### src/rtl/core/gshare_branch_predictor_macros.svh
// ------------------------------------------------------------------------
// gshare branch predictor assertion macros
// shared concurrent assertion forms for the predictor rtl
// ------------------------------------------------------------------------
`ifndef GSHARE_BRANCH_PREDICTOR_MACROS_SVH
`define GSHARE_BRANCH_PREDICTOR_MACROS_SVH

// same-cycle implication, disabled while reset is asserted
`define GBP_ASSERT_IMP(lbl, clk, rstn, ante, cons) \
    lbl: assert property (@(posedge clk) disable iff (!(rstn)) (ante) |-> (cons)) \
        else $error("%m: same-cycle check failed");

// next-cycle implication, disabled while reset is asserted
`define GBP_ASSERT_NEXT(lbl, clk, rstn, ante, cons) \
    lbl: assert property (@(posedge clk) disable iff (!(rstn)) (ante) |=> (cons)) \
        else $error("%m: next-cycle check failed");

`endif

### src/rtl/core/gbp_pkg.sv
// ------------------------------------------------------------------------
// gshare predictor package
// shared constants and codes for the gshare branch predictor
// ------------------------------------------------------------------------
package gbp_pkg;

    localparam int MAX_HISTORY_BITS_DEF = 13;
    localparam int QUEUE_DEPTH          = 2;

    localparam int CFG_INDEX_W = 1;
    localparam int CFG_DATA_W  = 4;
    localparam int HIST_CFG_W  = 4;

    // register indexes
    localparam logic [CFG_INDEX_W-1:0] REG_MODE         = 1'd0;
    localparam logic [CFG_INDEX_W-1:0] REG_HISTORY_BITS = 1'd1;

    // register reset values
    localparam logic                  MODE_RESET         = 1'b1;
    localparam logic [HIST_CFG_W-1:0] HISTORY_BITS_RESET = 4'd13;

    // mode codes
    localparam logic MODE_STATIC = 1'b0;
    localparam logic MODE_GSHARE = 1'b1;

    // operation codes
    localparam logic OP_PREDICT = 1'b0;
    localparam logic OP_TRAIN   = 1'b1;

    // counter values
    localparam logic [1:0] CTR_RESET = 2'd1;
    localparam logic [1:0] CTR_MIN   = 2'd0;
    localparam logic [1:0] CTR_MAX   = 2'd3;

endpackage

### src/rtl/core/gbp_queue.sv
// ------------------------------------------------------------------------
// gshare predictor queue
// small fifo between front end and table back end
// ------------------------------------------------------------------------
module gbp_queue #(
    parameter int WIDTH = 15,
    parameter int DEPTH = gbp_pkg::QUEUE_DEPTH
) (
    input  logic             clk,
    input  logic             rst_n,
    input  logic             push,
    input  logic [WIDTH-1:0] push_data,
    input  logic             pop,
    output logic [WIDTH-1:0] pop_data,
    output logic             full,
    output logic             empty
);

    localparam int PTR_W = (DEPTH > 1) ? $clog2(DEPTH) : 1;
    localparam int CNT_W = $clog2(DEPTH + 1);

    logic [WIDTH-1:0] slots [DEPTH];
    logic [PTR_W-1:0] wr_ptr_reg;
    logic [PTR_W-1:0] wr_ptr_next;
    logic [PTR_W-1:0] rd_ptr_reg;
    logic [PTR_W-1:0] rd_ptr_next;
    logic [CNT_W-1:0] count_reg;
    logic [CNT_W-1:0] count_next;
    logic             do_push;
    logic             do_pop;

    assign full  = (count_reg == CNT_W'(DEPTH));
    assign empty = (count_reg == '0);

    assign do_push = push && !full;
    assign do_pop  = pop && !empty;

    always_comb
    begin
        wr_ptr_next = wr_ptr_reg;
        rd_ptr_next = rd_ptr_reg;
        count_next  = count_reg;
        if (do_push)
        begin
            wr_ptr_next = (wr_ptr_reg == PTR_W'(DEPTH - 1)) ? '0 : wr_ptr_reg + 1'b1;
        end
        if (do_pop)
        begin
            rd_ptr_next = (rd_ptr_reg == PTR_W'(DEPTH - 1)) ? '0 : rd_ptr_reg + 1'b1;
        end
        if (do_push && !do_pop)
        begin
            count_next = count_reg + 1'b1;
        end
        else if (do_pop && !do_push)
        begin
            count_next = count_reg - 1'b1;
        end
    end

    always_ff @(posedge clk or negedge rst_n)
    begin
        if (!rst_n)
        begin
            wr_ptr_reg <= '0;
            rd_ptr_reg <= '0;
            count_reg  <= '0;
        end
        else
        begin
            wr_ptr_reg <= wr_ptr_next;
            rd_ptr_reg <= rd_ptr_next;
            count_reg  <= count_next;
        end
    end

    always_ff @(posedge clk)
    begin
        if (do_push)
        begin
            slots[wr_ptr_reg] <= push_data;
        end
    end

    assign pop_data = slots[rd_ptr_reg];

endmodule

### config.mk
export PLATFORM = sky130hd
export DESIGN_NAME = gbp_queue
export DESIGN_NICKNAME = d
export VERILOG_FILES = /design/src/rtl/core/gshare_branch_predictor_macros.svh /design/src/rtl/core/gbp_pkg.sv /design/src/rtl/core/gbp_queue.sv
export SDC_FILE = /design/constraint.sdc
export NUM_CORES = 1
export LEC_CHECK = 0
export BUFFER_PORTS_ARGS = -buffer_cell sky130_fd_sc_hd__buf_2
export CAP_MARGIN = 25
export CORE_AREA = 3 3 56 58
export CTS_BUF_LIST = sky130_fd_sc_hd__clkbuf_16
export DETAILED_ROUTE_END_ITERATION = 6
export DIE_AREA = 0 0 59 61
export HOLD_SLACK_MARGIN = 0.02
export MAX_ROUTING_LAYER = met4
export PLACE_DENSITY = 0.85
export SYNTH_ARGS = -nofsm -noshare
export SYNTH_HDL_FRONTEND = slang
export SYNTH_SLANG_ARGS = --single-unit
### constraint.sdc
create_clock -name clk -period 1.9 [get_ports clk]
set_input_delay 0.19 -clock clk [delete_from_list [all_inputs] [get_ports clk]]
set_output_delay 0.19 -clock clk [all_outputs]
set_load 0.1 [all_outputs]
==> impl_metrics.env <==
export IMPL_status="completed"
export IMPL_yosysUniqueCellTypes=15
export IMPL_vias=705
export IMPL_portBuffers=35
export IMPL_yosys_top_cells_area="edfxtp_1 (68%), mux2_4 (10%), dfrtp_1 (7.5%)"
export IMPL_slew_headroom_pct=67.9
export IMPL_worst_slew_pin_slew_ps=486
export IMPL_grt_pass1_vias=719
export IMPL_ioPinCount=36
export IMPL_avgViaCountPerCell=4.93
export IMPL_nets=131
export IMPL_cp_end_kind="output pin"
export IMPL_cts_clk_slew_worst_paths_ps=50
export IMPL_die_w_um=59
export IMPL_fin_util_pct=71.1
export IMPL_tns_ps=0
export IMPL_routed_wl_um=2180
export IMPL_seq_area_frac_synth_pct=75.2
export IMPL_grt_pass1_wl_um=3360
export IMPL_final_area_um2=1930
export IMPL_post_route_period_util_pct=91.5
export IMPL_path_max_fanout=12
export IMPL_synth_edff_count=30
export IMPL_fmax_mhz=575
export IMPL_grt_total_usage_pct=14.1
export IMPL_synth_nets=86
export IMPL_crit_path_start="rd_ptr_reg"
export IMPL_hpwl_um=1620
export IMPL_required_ps=1710
export IMPL_wire_per_inst_um=15.3
export IMPL_drive_gt1_share_pct=52.7
export IMPL_slowest_delay_ps=530
export IMPL_antenna_found_initial=0
export IMPL_dp_cells=134
export IMPL_placement_cell_area_um2=1780
export IMPL_critPathMostFrequentCell="buf_12"
export IMPL_critPathBufInv=2
export IMPL_crit_slowest_cell="dfrtp_1"
export IMPL_synth_area_um2=1330
export IMPL_start_util_pct=49.1
export IMPL_reg2reg_slack_ps=350
export IMPL_cp_top_family="flip-flops"
export IMPL_drtIter0Drc=15
export IMPL_drv_slew=0
export IMPL_grt_max_degree=16
export IMPL_cts_htree_levels=2
export IMPL_hp_class="in2reg"
export IMPL_synth_top_cell_area_share_pct=67.7
export IMPL_async_reset_ff_share_pct=11.8
export IMPL_drtAntennaViolNets=0
export IMPL_cts_tree="yes"
export IMPL_drv_cap=0
export IMPL_finalHoldViolCount=0
export IMPL_clk_latency_ps=270
export IMPL_post_route_min_period_ps=1740
export IMPL_synth_flop_cell="edfxtp_1"
export IMPL_hp_start="push_data[13]"
export IMPL_synth_cells=66
export IMPL_startpoint_type="register"
export IMPL_grt_setup_unrepaired="false"
export IMPL_yosys_top_cells_count="edfxtp_1 (30), mux2_4 (9), mux2_2 (6)"
export IMPL_avgSynthCellArea_um2=20.2
export IMPL_die_area_um2=3600
export IMPL_die_y_um=61
export IMPL_core_area_um2=2710
export IMPL_std_cell_rows=19
export IMPL_synth_most_common_cell="edfxtp_1"
export IMPL_drtPass1Iterations=3
export IMPL_overflow=0
export IMPL_yosysWarnings=0
export IMPL_largest_reg_flops=30
export IMPL_yosysTopAreaCell="edfxtp_1"
export IMPL_area_delta_synth_final_pct=44.8
export IMPL_reg2reg_from="count_reg[0]"
export IMPL_root_buffer="clkbuf_16"
export IMPL_cp_arrival_ps=1550
export IMPL_ys_ff_latch=34
export IMPL_gp_congestion=0.708
export IMPL_route_detailed_drc=0
export IMPL_path_cells="buf_12 -> mux2_2 -> buf_12"
export IMPL_cts_made_buffers=5
export IMPL_layout_cells_non_filler=143
export IMPL_path_class="reg2out"
export IMPL_cts_sinks=34
export IMPL_clk_path_buf_depth=2
export IMPL_fin_skew_ps=3.31
export IMPL_setup_viol=0
export IMPL_n_antenna_cell=0
[cells by family (layout without fill, tap and decap cells)]
family          after synthesis  count (layout)  synth area share, %
buf+inv                       4              50                 2.91
compound gates                1               1                0.376
fa+ha+maj                     1               1                0.940
simple gates                  6               6                 2.07
mux                          15              15                 15.2
xor+xnor                      5               5                 3.29
flops                        34              34                 75.2
[placed cells by master (no fill, tap or decap), types with 2 or more instances in the layout]
master     count
edfxtp_1      30
xnor2_1        3
mux2_2         6
buf_2         20
buf_12        16
inv_1          4
dfrtp_1        4
clkbuf_16      5
mux2_4         9
buf_4          3
nor2_1         3
xor2_1         2
[path summary, 6_finish.rpt]
check | depth (start not counted) | to
worst max-delay path | 3 | pop_data[6]
min in group asynchronous | 2 | wr_ptr_reg
max in group asynchronous | 2 | count_reg[1]
worst max register to register | 4 | slots[0][7]
worst min-delay path | 1 | slots[0][13]
worst min register to register | 1 | wr_ptr_reg
[worst reg2reg max path: stages (launching register included)]
cell and delay [ps]:
dfrtp_1 430, nand2b_1 170, nand2_1 100, nor2_1 330, buf_4 230
[stage by stage]
step | hold WS (ps) | setup slack (ps)
CTS | 102 | 134
detailed placement | 1.44 | 341
global route | 101 | 109
floorplan | -106 | 22.4
finish | 109 | 162
global placement | -3.98 | 424
[per-layer routing]
| layer | track usage [%] | vias up | share of wire, % |
|---|---|---|---|
| li1 | - | 335 | - |
| met1 | 15.1 | 341 | 40 |
| met2 | 22.6 | 27 | 53 |
| met3 | 6.38 | 2 | 6.5 |
| met4 | 5.83 | 0 | 0.96 |
| met5 | - | - | 0 |
[repair_timing]
action	in CTS	in global routing
setup buffers	0	0
resized for setup	0	0
hold endpoints to repair	4	0
hold buffers	1	0
[final cells by class]
class                      count  area (um2)
fill                         194         782
sequential                    34        1000
clock inverter                 3        11.3
inverter                       2        7.51
multi-input combinational     28         292
tap                           31        38.8
timing repair buffer          40         453
clock buffer                   5         125
Power is not shown: default switching activity piles up to over one toggle a cycle in this logic, so the estimate is an artifact.
