## config.mk

```make
export PLATFORM = sky130hd
export DESIGN_NAME = gbp_front
export DESIGN_NICKNAME = d
export VERILOG_FILES = /design/src/rtl/core/gshare_branch_predictor_macros.svh /design/src/rtl/core/gbp_pkg.sv /design/src/rtl/core/gbp_front.sv
export SDC_FILE = /design/constraint.sdc
export NUM_CORES = 1
export LEC_CHECK = 0
export BUFFER_PORTS_ARGS = -buffer_cell sky130_fd_sc_hd__buf_2
export CORE_ASPECT_RATIO = 0.7
export CORE_MARGIN = 2
export CORE_UTILIZATION = 36
export CTS_CLUSTER_DIAMETER = 200
export DETAILED_ROUTE_END_ITERATION = 10
export PLACE_DENSITY = 0.74
export SYNTH_ARGS = -nofsm -noshare
export SYNTH_HDL_FRONTEND = slang
export SYNTH_SLANG_ARGS = --single-unit
```

## constraint.sdc

```tcl
create_clock -name clk -period 0.8 [get_ports clk]
set_input_delay 0.04 -clock clk [delete_from_list [all_inputs] [get_ports clk]]
set_output_delay 0.04 -clock clk [all_outputs]
set_load 0.01 [all_outputs]
```

## src/rtl/core/gshare_branch_predictor_macros.svh

```systemverilog
// ------------------------------------------------------------------------
// gshare branch predictor assertion macros
// shared concurrent assertion forms for the predictor rtl
// ------------------------------------------------------------------------
`ifndef GSHARE_BRANCH_PREDICTOR_MACROS_SVH
`define GSHARE_BRANCH_PREDICTOR_MACROS_SVH

// same-cycle implication, disabled while reset is asserted
`define GBP_ASSERT_IMP(lbl, clk, rstn, ante, cons) \
    lbl: assert property (@(posedge clk) disable iff (!(rstn)) (ante) |-> (cons)) \
        else $error("%m: same-cycle check failed");

// next-cycle implication, disabled while reset is asserted
`define GBP_ASSERT_NEXT(lbl, clk, rstn, ante, cons) \
    lbl: assert property (@(posedge clk) disable iff (!(rstn)) (ante) |=> (cons)) \
        else $error("%m: next-cycle check failed");

`endif

```

## src/rtl/core/gbp_pkg.sv

```systemverilog
// ------------------------------------------------------------------------
// gshare predictor package
// shared constants and codes for the gshare branch predictor
// ------------------------------------------------------------------------
package gbp_pkg;

    localparam int MAX_HISTORY_BITS_DEF = 13;
    localparam int QUEUE_DEPTH          = 2;

    localparam int CFG_INDEX_W = 1;
    localparam int CFG_DATA_W  = 4;
    localparam int HIST_CFG_W  = 4;

    // register indexes
    localparam logic [CFG_INDEX_W-1:0] REG_MODE         = 1'd0;
    localparam logic [CFG_INDEX_W-1:0] REG_HISTORY_BITS = 1'd1;

    // register reset values
    localparam logic                  MODE_RESET         = 1'b1;
    localparam logic [HIST_CFG_W-1:0] HISTORY_BITS_RESET = 4'd13;

    // mode codes
    localparam logic MODE_STATIC = 1'b0;
    localparam logic MODE_GSHARE = 1'b1;

    // operation codes
    localparam logic OP_PREDICT = 1'b0;
    localparam logic OP_TRAIN   = 1'b1;

    // counter values
    localparam logic [1:0] CTR_RESET = 2'd1;
    localparam logic [1:0] CTR_MIN   = 2'd0;
    localparam logic [1:0] CTR_MAX   = 2'd3;

endpackage

```

## src/rtl/core/gbp_front.sv

```systemverilog
// ------------------------------------------------------------------------
// gshare predictor front end
// owns the global history, forms the table index and queue entry
// ------------------------------------------------------------------------
module gbp_front #(
    parameter int MAX_HISTORY_BITS = gbp_pkg::MAX_HISTORY_BITS_DEF
) (
    input  logic                                   clk,
    input  logic                                   rst_n,
    input  logic                                   accept,
    input  logic                                   operation,
    input  logic [31:0]                            branch_address,
    input  logic                                   outcome,
    input  logic [gbp_pkg::HIST_CFG_W-1:0]         history_bits,
    output logic                                   push,
    output logic [MAX_HISTORY_BITS+1:0]            entry
);

    localparam int AW = MAX_HISTORY_BITS;

    logic [AW-1:0] history_reg;
    logic [AW-1:0] history_next;
    logic [AW-1:0] mask;
    logic [AW-1:0] idx;

    // index mask from the configured length, wider settings saturate at AW
    always_comb
    begin
        for (int i = 0; i < AW; i++)
        begin
            mask[i] = (int'(history_bits) > i);
        end
    end

    assign idx = (branch_address[AW-1:0] ^ history_reg) & mask;

    always_comb
    begin
        history_next = history_reg;
        if (accept && (operation == gbp_pkg::OP_TRAIN))
        begin
            history_next = AW'({history_reg, outcome}) & mask;
        end
    end

    always_ff @(posedge clk or negedge rst_n)
    begin
        if (!rst_n)
        begin
            history_reg <= '0;
        end
        else
        begin
            history_reg <= history_next;
        end
    end

    assign push  = accept;
    assign entry = {operation, outcome, idx};

endmodule

```

==> metrics.md <==
| Metric | Value |
|---|---|
| Post-DRT Antenna Nets | `0` |
| Grt total ovfl | `0` |
| Worst-path maximum fanout | `2` |
| Post-synth EDFFs | `0` |
| Max reg flops | `13` |
| Cell row count | `14` |
| LEAKAGE | `between 0.0006 and 0.0007 µW` |
| Tcrit/Tclk final | `1.44` |
| Iteration count of the initial detailed-routing pass | `2` |
| Initial Util | `0.379` |
| Max stage delay on crit path | `400 ps` |
| GRT Total Usage | `0.166` |
| Hold WC Path Type | `in2reg` |
| Avg Inst Size Synth | `~8 µm²` |
| Worst setup path start | `history_reg[11]` |
| Syn_nets | `141` |
| P&R area growth vs syn | `55.1%` |
| H-tree depth | `1` |
| Sequential share of power | `0.429` |
| Post-synthesis sequential area ratio | `0.398` |
| # IOs | `57` |
| Switching share of power | `0.306` |
| Final core area utilization | `0.588` |
| Worst-Skew Late Latency | `approximately 280 ps` |
| Clock power frac | `0.235` |
| DR vias | `843` |
| Synth top area cells | `dfrtp_1 (40%), xnor2_1 (12%), nand2_1 (11%)` |
| Crit-path cells | `xor2_1, and3_1, buf_2` |
| Logic pwr share | `0.336` |
| Netlist cell types | `24` |
| FF+latch count, synth | `13` |
| Area of the mapped netlist | `a little over 800 µm²` |
| Setup CP Type | `reg2out` |
| DR iter-0 viols | `17` |
| First-pass GRT wire length | `3330 µm` |
| Via/cell ratio | `approximately 4.5` |
| Maximum VDD drop | `around 0.61 mV` |
| Area leader, netlist | `dfrtp_1` |
| Total CTS buffers | `3` |
| Placement Cell Area | `approximately 0.0011 mm²` |
| Critical path data required time | `between 700 and 800 ps` |
| Design Area, Final | `0.00127 mm²` |
| Routed WL | `around 2000 µm` |
| Status | `complete, but fails checks` |
| Final setup fails | `18` |
| Top FF cell, synth | `dfrtp_1` |
| Clock sinks | `13` |
| CP startpoint kind | `register` |
| Slew @ Worst Pin | `~490 ps` |
| Pwr/cell area | `about 1400 mW/mm²` |
| FMAX | `approximately 0.87 GHz` |
| Unrepaired setup endpoints after global routing | `yes` |
| RePlAce Congestion | `approximately 0.79` |
| Power Internal | `around 1200 µW` |
| Total Die Area | `0.00267 mm²` |
| Port bufs | `37` |
| Final HPWL DP | `1460 µm` |
| # DRC | `0` |
| Max Cap Violations | `0` |
| CTS max path bufs | `2` |
| Core Area | `about 0.0022 mm²` |
| Worst-case clock skew | `0.227 ps` |
| Worst EP arrival | `approximately 1100 ps` |
| Clk root buf | `clkbuf_4` |
| Synth top cells by count | `nand2_1 (25), dfrtp_1 (13), nor2_1 (13), xnor2_1 (11)` |
| Initial antenna violation count | `0` |
| Largest net degree at the start of global routing | `16` |
| Post-layout nets | `just under 200` |
| Die height | `approximately 44 µm` |
| Layout cells sized above 1 | `0.510` |
| Final hold violations | `0` |
| Final WS setup | `-353 ps` |
| Clock transition at path regs | `~80 ps` |
| Syn Inst Count | `100` |
| Violated checks | `negative setup slack` |
| Critical Path Sink Type | `output port` |
| Hold_sp | `history_bits[2]` |
| NetSw | `between 500 and 600 µW` |
| Relative slew slack | `0.676` |
| CTS tree | `built` |
| Inserted Diodes | `0` |
| Async set-reset flop share out of synthesis | `1.00` |
| Fin crit period | `1150 ps` |
| Vias in the first global route | `around 790` |
| Yosys Warn Count | `0` |
| Yosys top cell area share | `0.398` |
| Die width | `between 60 and 70 µm` |
| Routed wire per std cell | `~11 µm` |
| Slowest CP cell | `dfrtp_1` |
| Slew Viols, Final | `0` |
| RR Startpoint | `history_reg[11]` |
| Most frequent cell after synthesis | `nand2_1` |
stage by stage:
stage | TNS, ps | std cells | power [µW] | hold WS [ps] | setup slack (ps)
6_report | -3950 | 189 | 1750 | 136 | -353
5_1_grt | -4990 | 189 | 1860 | 130 | -416
2_1_floorplan | 0 | 100 | 1020 | -256 | 30.2
3_5_place_dp | -416 | 172 | 1210 | -55.8 | -71.8
3_3_place_gp | -302 | 172 | 1200 | -58.8 | -47.6
4_1_cts | -3660 | 186 | 1680 | 129 | -358
area by class of cell:
cell class              count  area [µm²]
clock buffers               4        26.3
well taps                  32        40.0
multi-input cells          79         478
repair buffers             61         397
fillers                   206         887
flip-flops and latches     13         327
cell usage in the layout, fill, tap and decap left out:
cell,Yosys,final
buf_2,1,37
nand2_1,25,17
buf_4,6,15
nor2_1,13,13
dfrtp_1,13,12
xnor2_1,11,9
o21ai_1,5,9
nand2_2,0,7
buf_6,1,7
o21ai_2,1,3
nand3_1,3,3
clkbuf_4,0,3
xnor2_2,0,2
xor2_1,2,2
and2_1,2,2
dlygate4sd3_1,0,2
a21oi_1,1,1
a211oi_1,1,1
nor3_1,1,1
or2_4,1,1
nor3_2,1,1
o31ai_1,1,1
a21oi_2,1,1
a21o_2,1,1
a31oi_1,1,1
and3_1,1,1
a22o_1,1,1
nand2_4,0,1
clkbuf_1,0,1
dfrtp_2,0,1
power by group through the flow:
stage	clock (µW)	combinational [µW]	sequential [µW]
global route	452	653	758
detailed placement	0	449	762
CTS	425	509	741
floorplan	0	267	750
finish	410	588	749
global placement	0	440	759
path summary, 6_finish.rpt:
check                             endpoint  depth (start not counted)  slack, ps
hold reg to reg             history_reg[0]                          2        570
max in group asynchronous   history_reg[3]                          2        380
hold / removal             history_reg[11]                          3        140
setup / recovery                 entry[11]                          3       -350
setup reg to reg           history_reg[11]                          4        -90
min in group asynchronous   history_reg[1]                          2        180
what timing repair did:
| item | in CTS | in global routing |
|---|---|---|
| setup endpoints to repair | 13 | 23 |
| resized for setup | 1 | 26 |
| setup buffers | 8 | 7 |
| hold buffers | 2 | 0 |
| pin swaps | 16 | 3 |
| hold endpoints to repair | 14 | 0 |
per-layer routing:
layer  share of wire  vias up  GRT usage
met1            0.48      378      0.224
met4               0        0     0.0174
met3           0.057        0     0.0597
met5               0        -          0
met2            0.46       23      0.267
li1                -      442          -
kinds of logic after synthesis:
group                     synth area share
AOI/OAI and AO/OA                    0.142
DFF                                  0.398
and+or+nand+nor                      0.245
xor gates and xnor gates             0.139
buffers and inverters               0.0750
critical path, delay by kind of cell (launching register included):
kind / cells / cell delay [ps]
xor gates and xnor gates: 1 / 150
buffers and inverters: 1 / 130
and+or+nand+nor: 1 / 160
DFF: 1 / 400
No activity file was read; power rests on OpenSTA's default activity.
